### src/design/bgc_pkg.sv
package bgc_pkg;

    // Register indexes on the configuration port
    localparam logic [1:0] CFG_SHORT_MIN   = 2'd0;
    localparam logic [1:0] CFG_LONG_MIN    = 2'd1;
    localparam logic [1:0] CFG_DBL_WINDOW  = 2'd2;
    localparam logic [1:0] CFG_CONFIRM_DLY = 2'd3;

    // Reset values of the configuration registers
    localparam logic [15:0] RST_SHORT_MIN   = 16'd30;
    localparam logic [15:0] RST_LONG_MIN    = 16'd1000;
    localparam logic [15:0] RST_DBL_WINDOW  = 16'd300;
    localparam logic [7:0]  RST_CONFIRM_DLY = 8'd20;

    // Gesture codes
    localparam logic [1:0] G_SHORT  = 2'd0;
    localparam logic [1:0] G_LONG   = 2'd1;
    localparam logic [1:0] G_DOUBLE = 2'd2;

    // Input item kinds
    localparam logic CMD_TICK = 1'b0;
    localparam logic CMD_EDGE = 1'b1;

    typedef enum logic [1:0] {
        PH_IDLE    = 2'd0,
        PH_WINDOW  = 2'd1,
        PH_CONFIRM = 2'd2
    } t_phase;

    // One classifier result toward the output buffer
    typedef struct packed {
        logic       valid;
        logic [1:0] gesture;
    } t_result;

endpackage

### src/design/bgc_core.sv
module bgc_core (
    input  logic               i_clk,
    input  logic               i_rst_n,
    input  logic               i_take,
    input  logic               i_cmd,
    input  logic               i_pin_level,
    input  logic               i_cfg_we,
    input  logic [1:0]         i_cfg_index,
    input  logic [15:0]        i_cfg_data,
    output bgc_pkg::t_result   o_result
);
    import bgc_pkg::*;

    logic [15:0] r_short_min;
    logic [15:0] r_long_min;
    logic [15:0] r_dbl_window;
    logic [7:0]  r_confirm_dly;

    t_phase      r_phase, n_phase;
    logic [15:0] r_held, n_held;
    logic [15:0] r_window, n_window;
    logic [7:0]  r_confirm, n_confirm;
    logic        r_skip, n_skip;
    t_result     r_result, n_result;

    logic        is_edge;
    logic        is_low;
    logic [15:0] win_inc;
    logic [7:0]  conf_inc;

    // Configuration registers
    always_ff @(posedge i_clk) begin
        if (!i_rst_n) begin
            r_short_min   <= RST_SHORT_MIN;
            r_long_min    <= RST_LONG_MIN;
            r_dbl_window  <= RST_DBL_WINDOW;
            r_confirm_dly <= RST_CONFIRM_DLY;
        end else if (i_cfg_we) begin
            case (i_cfg_index)
                CFG_SHORT_MIN:   r_short_min   <= i_cfg_data;
                CFG_LONG_MIN:    r_long_min    <= i_cfg_data;
                CFG_DBL_WINDOW:  r_dbl_window  <= i_cfg_data;
                CFG_CONFIRM_DLY: r_confirm_dly <= i_cfg_data[7:0];
                default: ;
            endcase
        end
    end

    assign is_edge  = (i_cmd == CMD_EDGE);
    assign is_low   = !i_pin_level;
    assign win_inc  = (r_window == 16'hFFFF) ? r_window : r_window + 16'd1;
    assign conf_inc = (r_confirm == 8'hFF) ? r_confirm : r_confirm + 8'd1;

    // Next state and result for one item
    always_comb begin
        n_phase   = r_phase;
        n_held    = r_held;
        n_window  = r_window;
        n_confirm = r_confirm;
        n_skip    = r_skip;
        n_result  = '{valid: 1'b0, gesture: G_SHORT};
        case (r_phase)
            PH_WINDOW: begin
                if (!is_edge) begin
                    n_window = win_inc;
                    if (win_inc >= r_dbl_window) begin
                        n_result = '{valid: 1'b1, gesture: G_SHORT};
                        n_phase  = PH_IDLE;
                        n_held   = '0;
                    end
                end else if (is_low) begin
                    if (r_confirm_dly == 8'd0) begin
                        n_skip   = 1'b1;
                        n_result = '{valid: 1'b1, gesture: G_DOUBLE};
                        n_phase  = PH_IDLE;
                        n_held   = '0;
                    end else begin
                        n_phase   = PH_CONFIRM;
                        n_confirm = '0;
                    end
                end
            end
            PH_CONFIRM: begin
                // edges are dropped during the confirm delay
                if (!is_edge) begin
                    n_window  = win_inc;
                    n_confirm = conf_inc;
                    if (conf_inc >= r_confirm_dly) begin
                        if (is_low) begin
                            n_skip   = 1'b1;
                            n_result = '{valid: 1'b1, gesture: G_DOUBLE};
                            n_phase  = PH_IDLE;
                            n_held   = '0;
                        end else if (win_inc >= r_dbl_window) begin
                            n_result = '{valid: 1'b1, gesture: G_SHORT};
                            n_phase  = PH_IDLE;
                            n_held   = '0;
                        end else begin
                            n_phase = PH_WINDOW;
                        end
                    end
                end
            end
            default: begin
                // idle, and the unused code behaves the same
                n_phase = PH_IDLE;
                if (!is_edge) begin
                    if (r_held != 16'hFFFF) n_held = r_held + 16'd1;
                end else if (is_low) begin
                    n_held = '0;
                end else if (r_skip) begin
                    n_skip = 1'b0;
                    n_held = '0;
                end else if (r_held > r_short_min) begin
                    n_held = '0;
                    if (r_held > r_long_min) begin
                        n_result = '{valid: 1'b1, gesture: G_LONG};
                    end else begin
                        n_phase  = PH_WINDOW;
                        n_window = '0;
                    end
                end
            end
        endcase
    end

    // State and result registers
    always_ff @(posedge i_clk) begin
        if (!i_rst_n) begin
            r_phase   <= PH_IDLE;
            r_held    <= '0;
            r_window  <= '0;
            r_confirm <= '0;
            r_skip    <= 1'b0;
            r_result  <= '{valid: 1'b0, gesture: G_SHORT};
        end else if (i_take) begin
            r_phase   <= n_phase;
            r_held    <= n_held;
            r_window  <= n_window;
            r_confirm <= n_confirm;
            r_skip    <= n_skip;
            r_result  <= n_result;
        end else begin
            r_result.valid <= 1'b0;
        end
    end

    assign o_result = r_result;

endmodule

### src/design/button_gesture_classifier.sv
// A gesture passes from the input transfer that causes it into the result register in the
// core, and from there into the output buffer, which drives the output.
// Throughput: one item per cycle while input ready is high; one pass of logic per item.
// A two-entry output buffer lets items keep flowing while a result waits; input
// ready drops while both entries are held, or while one is held and a result is entering.
// Reset (synchronous, active low) returns the classifier to idle, clears counters
// and the output buffer, and loads the default timing registers.
module button_gesture_classifier (
    input  logic        i_clk,
    input  logic        i_rst_n,
    input  logic        i_in_valid,
    output logic        o_in_ready,
    input  logic        i_cmd,
    input  logic        i_pin_level,
    output logic        o_out_valid,
    input  logic        i_out_ready,
    output logic [1:0]  o_gesture,
    input  logic        i_cfg_valid,
    output logic        o_cfg_ready,
    input  logic [1:0]  i_cfg_index,
    input  logic [15:0] i_cfg_data
);
    import bgc_pkg::*;

    t_result    core_result;
    logic       take;
    logic       pop;
    logic       push;
    logic [1:0] r_cnt;
    logic       r_rd;
    logic       r_wr;
    logic [1:0] r_buf [2];

    assign take        = i_in_valid && o_in_ready;
    assign o_cfg_ready = 1'b1;

    bgc_core u_core (
        .i_clk       (i_clk),
        .i_rst_n     (i_rst_n),
        .i_take      (take),
        .i_cmd       (i_cmd),
        .i_pin_level (i_pin_level),
        .i_cfg_we    (i_cfg_valid),
        .i_cfg_index (i_cfg_index),
        .i_cfg_data  (i_cfg_data),
        .o_result    (core_result)
    );

    // Output buffer: room for the registered result plus one waiting transfer
    assign push        = core_result.valid;
    assign pop         = o_out_valid && i_out_ready;
    assign o_out_valid = (r_cnt != 2'd0);
    assign o_gesture   = r_buf[r_rd];
    assign o_in_ready  = (r_cnt == 2'd0) || ((r_cnt == 2'd1) && !core_result.valid);

    always_ff @(posedge i_clk) begin
        if (push) r_buf[r_wr] <= core_result.gesture;
    end

    always_ff @(posedge i_clk) begin
        if (!i_rst_n) begin
            r_cnt <= '0;
            r_rd  <= 1'b0;
            r_wr  <= 1'b0;
        end else begin
            if (push) r_wr <= !r_wr;
            if (pop)  r_rd <= !r_rd;
            case ({push, pop})
                2'b10:   r_cnt <= r_cnt + 2'd1;
                2'b01:   r_cnt <= r_cnt - 2'd1;
                default: ;
            endcase
        end
    end

endmodule

### config.mk
export PLATFORM = sky130hd
export DESIGN_NAME = button_gesture_classifier
export DESIGN_NICKNAME = d
export VERILOG_FILES = /design/src/design/bgc_pkg.sv /design/src/design/bgc_core.sv /design/src/design/button_gesture_classifier.sv
export SDC_FILE = /design/constraint.sdc
export NUM_CORES = 1
export LEC_CHECK = 0
export ABC_AREA = 1
export BUFFER_PORTS_ARGS = -buffer_cell sky130_fd_sc_hd__buf_2
export CAP_MARGIN = 0
export CORE_ASPECT_RATIO = 2
export CORE_MARGIN = 2
export CORE_UTILIZATION = 27
export CTS_CLUSTER_DIAMETER = 40
export DETAILED_ROUTE_END_ITERATION = 10
export SYNTH_ARGS = -nofsm -noshare
export SYNTH_HDL_FRONTEND = slang
export SYNTH_SLANG_ARGS = --single-unit
### constraint.sdc
create_clock -name i_clk -period 3.68 [get_ports i_clk]
set_clock_uncertainty 0.05 [all_clocks]
set_input_delay 0.736 -clock i_clk [delete_from_list [all_inputs] [get_ports i_clk]]
set_output_delay 0.736 -clock i_clk [all_outputs]
set_load 0.03 [all_outputs]
Word level (Yosys, flattened, before mapping) --
Memory sizes are Yosys's and may differ from the RTL's. A register that Yosys moved wholly into a read port is not among the register bits. Cells that the tools add are included.
Storage, ports and cells: memories kept 1, input port bits 25, logic and storage cells 147, output and inout port bits 5, register bits after elaboration 106, RAM bits 4
Memory list:
- r_buf | words 2, bits a word 2, read ports 1, clocked after memory_dff 1, write ports 1, line button_gesture_classifier.sv:32 | logic [1:0] r_buf [2];
Operators by class: $lt $le $gt $ge 4, eq/ne operators 25, mux-type cells 68, $add $sub $neg 5, reductions and logical operators 30
Operators by type and width (count):
- 16-bit two-way mux | 20
- 8-bit two-way mux | 5
- 3-bit two-way mux | 12
- 16-bit by 1-bit adder with 16-bit output (second input constant) | 2
- 16-bit greater-than comparator | 2
- 16-bit case mux with 2 select lines | 1
- 2-bit two-way mux | 11
- 16-bit equality test (second input constant) | 1
- 16-bit >= comparator | 1
- 16-bit inequality test (second input constant) | 1
- 2-bit inequality test (second input constant) | 8
- 8-bit case mux with 2 select lines | 1
- 1-bit two-way mux | 14
- 7-bit AND reduction | 2
- 2-bit nonzero test | 7
- 2-bit AND reduction | 5
- 9-bit AND reduction | 1
- 8-bit by 1-bit adder with 8-bit output (second input constant) | 1
- 2-bit by 1-bit equality test with 1-bit output (second input constant) | 4
- 2-bit equality test (second input constant) | 4
- 8-bit equality test (second input constant) | 1
- 8-bit >= comparator | 1
- 8-bit zero test | 1
- 2-bit case mux with 2 select lines | 2
- 17 further kinds | 24

Logic depth before layout (Yosys ltp) --
word-level depth 8, depth in mapped cells 23, mapped depth without buffers 23

Modules after synthesis --
From an unflattened synthesis, not the netlist that was laid out.
Second synthesis, totals: cells, all modules 986, area, all modules 6829.0 um^2
Modules (own cells, without submodules):
- bgc_core | area an instance 6388.6 um^2, cells each 933, instances 1, sequential area each 2042.0 um^2
- button_gesture_classifier | area an instance 440.4 um^2, cells each 53, instances 1, sequential area each 220.2 um^2

Worst setup path after synthesis --
No wires, ideal clock.
path type flip-flop to flip-flop, from register u_core.r_window[0], to register u_core.r_held[14], path slack 0.853 ns, buffers on the path 0, required time 3.518 ns, clock period less this slack 2.827 ns, library setup time 0.112 ns, stages on the path, launching flop included 23, arrival time 2.666 ns, cells stage by stage dfxtp_1 ha_1 nand2_1 nor2_1 nand2_1 nor2_1 inv_1 nor2_1 nor2_1 ha_1 inv_1 o21bai_1 nand2_1 nand2_1 nand2_1 nand2_1 nand2_1 nand4_1 nand2_1 nor2_2 nand2_1 nand2_1 nor2_1
On the way: longest elaborated chain between the ends 8, elaborated cells on any way between the ends 10, classes of those cells 1 x add/sub; 1 x order compare; 1 x eq/ne; 7 x mux
Ends and longest elaborated chain:
- from (decl) | line bgc_core.sv:21 | logic [15:0] r_window, n_window;
- from (signal assigned) | line bgc_core.sv:139 | r_window <= n_window;
- 16-bit by 1-bit adder with 16-bit output / 16-bit equality test (equally long branches) | line bgc_core.sv:51 | assign win_inc = (r_window == 16'hFFFF) ? r_window : r_window + 16'd1;
- 16-bit two-way mux (*) | line bgc_core.sv:51
- 16-bit >= comparator (*) | line bgc_core.sv:66, bgc_core.sv:94
- 16-bit two-way mux (*)
- 16-bit two-way mux (3 in series)
- 16-bit case mux with 2 select lines (*)
- to (signal assigned) | line bgc_core.sv:138 | r_held <= n_held;
- to (decl) | line bgc_core.sv:20 | logic [15:0] r_held, n_held;
Every way passes the cells marked *; elsewhere a longest branch is shown, timed or not. The select of a mux whose other input is x is not followed. A chain may end at the register's enable or synchronous reset.

Worst setup path after layout --
from register u_core.r_window[0], to register u_core.r_held[12]
The elaborated chain is that of the path after synthesis.

==> metrics.txt <==
status complete, no violations; worst setup margin around 0.38 ns; ranking of synthesized cells by area dfxtp_1, ha_1, nand2_1, a21oi_1, inv_1; drt pass-1 iters 5; Cell Rows a little over 80; full die area between 20000 and 30000 um^2; number of port buffers 28; Worst R2R Start u_core.r_window[0]; Yosys reg bits 111; post_cts resized 0; Die Y-Extent 225 um; switch share 30.2%; clock power share 34.5%; sequential share of power approximately 47%; worst-margin pin slew a little over 0.9 ns; Worst Reg-to-Reg Cells 18; post-route cell area approximately 7300 um^2; average via count per standard cell about 4.9; crit path max fanout 8; TritonCTS clock tree built; initial antenna violation count 0; predominant post-synthesis flop cell dfxtp_1; Hold Buf Count CTS 0; Max Cap Viol 0; proportion of layout cells with a drive suffix above 1 8.92%; area of the core around 24000 um^2; Setup Total Neg Slack 0 ns; H-tree depth 3; RSZ-0062 raised after global routing no; # clock sinks 111; post-synth top area share between 30% and 40%; FF-to-FF setup slack between 0.3 and 0.4 ns; Slew Limit Headroom around 39%; static leakage 3.24 nW; count leader, synth nand2_1; FMAX just over 300 MHz; Reg2Reg Capture Point u_core.r_held[12]; first-pass GRT wire length 27800 um; clk_lat worst skew roughly 0.36 ns; Placed Area slightly above 7000 um^2; Syn Std Cell Area roughly 6600 um^2; GRT overflow 0; Worst setup SP type register; nets a little over 1000; fin cells ~1200; Post-Synthesis Cells approximately 900; DRC 0; Mean Syn Cell Area between 7 and 8 um^2; Slew Limit Fails 0; Routed WL between 15000 and 20000 um; Post-synth EDFFs 4; peak supply drop around 160 uV; ys async rst share 0%; Detail Placement HPWL approximately 13000 um; Hold Path End r_buf[1][1]; Syn. warnings 0; clock buffer count from CTS 9; Layout area overhead 10.5%; DRT iter0 DRCs roughly 300; Setup-failing EPs final 0; vias in the first global route 5775; crit end category register; Antenna diodes 0; worst endpoint required time between 3 and 4 ns; Clock Path Buffers 2; Seq/Total Area, Yosys between 30% and 40%; Period minus WS final between 3 and 4 ns; Placed Cells approximately 1200; # fillers 2600; # IOs 30; period utilization 89.8%; crit path DAT 3.54 ns; Synth top cells by count nand2_1, inv_1, dfxtp_1; NetSw slightly above 0.8 mW; Fin Hold WS approximately 0.41 ns; Clock transition at path regs approximately 0.070 ns; largest net degree at the start of global routing a little under 70; CP Class register to register; power per cell area ~370 nW/um^2; Via Count 5987; GPL Wtd Cong 0.873; starting density of the core between 20 and 30%; Pint between 1.5 and 2 mW; GRT Total Usage between 10% and 20%; Routed Antenna Nets 0; post-DR wirelength/cell between 10 and 15 um; Min-Delay Path Class register to register; leading area contributor after synthesis dfxtp_1; Hold Violations, Final 0; setup bufs post-CTS 0; hold path cells 0; Combinational Power Share about 18%; dpl ws about 0.3 ns; Die X 115 um; Clock Tree Root clkbuf_16; post-synth net total 1010; Netlist cell types ~40; HP Start u_core.o_result[1]
## registers in the layout (all words and copies together), names as in the netlist, 2 cells and up, named ones only
signal / count
u_core.r_confirm_dly: 8
u_core.o_result: 3
u_core.r_phase: 2
u_core.r_dbl_window: 16
u_core.r_long_min: 16
r_cnt: 2
u_core.r_held: 16
u_core.r_confirm: 8
u_core.r_window: 16
u_core.r_short_min: 16
r_buf: 4
## final cells by class
type	count	area [um^2]	area share, %
repair buffers	35	193	2.64
well taps	290	363	4.96
multi-input cells	657	3760	51.5
clock buffers	12	246	3.37
flip-flops and latches	111	2260	30.9
inverters	124	465	6.37
clock inverters	3	18.8	0.257
## per-layer routing
metal | up-vias | GRT usage [%] | routed length (um)
met1 | 2772 | 18.1 | 8030
met3 | 16 | 1.86 | 582
li1 | 3085 | - | -
met2 | 114 | 21.5 | 7600
met5 | - | 0 | 0
met4 | 0 | 4.41 | 297
## worst max path at each step
stage | startpoint | cells past startpoint | slack, ns | endpoint
final | u_core.r_window[0] | 18 | 0.38 | u_core.r_held[12]
after global routing | u_core.r_window[0] | 18 | 0.05 | u_core.r_held[12]
after floorplan | u_core.r_window[0] | 22 | 0.85 | u_core.r_held[14]
after CTS | u_core.r_window[1] | 22 | 0.25 | u_core.r_held[12]
after global placement | u_core.r_window[0] | 22 | 0.45 | u_core.r_held[14]
after detailed placement | u_core.r_window[1] | 22 | 0.30 | u_core.r_held[12]
## critical path: stages (launching register included)
cell	delay (ns)
dfxtp_1	0.39
ha_1	0.19
nand2_1	0.10
nor3_2	0.26
nand4_2	0.14
nor2_2	0.18
nor3_2	0.10
nand3b_1	0.11
nand2_2	0.07
ha_1	0.29
a21oi_1	0.13
o21ai_0	0.09
a21oi_1	0.33
nand4_1	0.24
nand2_2	0.23
nor2_4	0.09
nand2_1	0.06
nand2_1	0.05
nor2_1	0.11
## cell usage in the layout (no fill, tap or decap), drive strengths merged, types with 2 or more instances in the layout
master,Yosys,routed
nand4,26,26
a21o,3,3
buf,10,35
ha,65,65
nand3b,3,3
o21bai,3,3
o21ai,72,72
nor2,87,87
edfxtp,4,4
clkinv,0,2
nand2,187,187
nor4,2,2
clkbuf,18,12
o211ai,14,14
xor2,15,15
o21a,2,2
inv,124,125
mux2,2,2
nand3,44,44
dfxtp,107,107
nor3,11,11
a21oi,105,105
a22oi,2,2
xnor2,7,7
## logic make-up after synthesis
logic type / Yosys count / share of synthesized area [%]
AO/OA/AOI/OAI: 206 / 17.0
buffers and inverters: 152 / 9.02
adder cells (fa/ha/maj): 65 / 12.3
multiplexers: 2 / 0.340
flip-flops: 111 / 34.2
AND/OR/NAND/NOR: 361 / 24.1
other: 1 / 0.0567
XOR/XNOR: 22 / 2.91
## per-stage QoR
stage	total power, mW	util, %
floorplan	1.65	-
global placement	1.78	29.1
detailed placement	1.79	29.1
CTS	2.71	30.2
global route	2.83	30.2
finish	2.70	30.2
## power groups by stage
stage | registers [mW] | clock network (mW) | logic [mW]
detailed placement | 1.31 | 0 | 0.483
global route | 1.28 | 0.993 | 0.552
global placement | 1.30 | 0 | 0.477
finish | 1.28 | 0.929 | 0.490
CTS | 1.28 | 0.948 | 0.487
floorplan | 1.30 | 0 | 0.354
(Power assumes the default switching activity.)
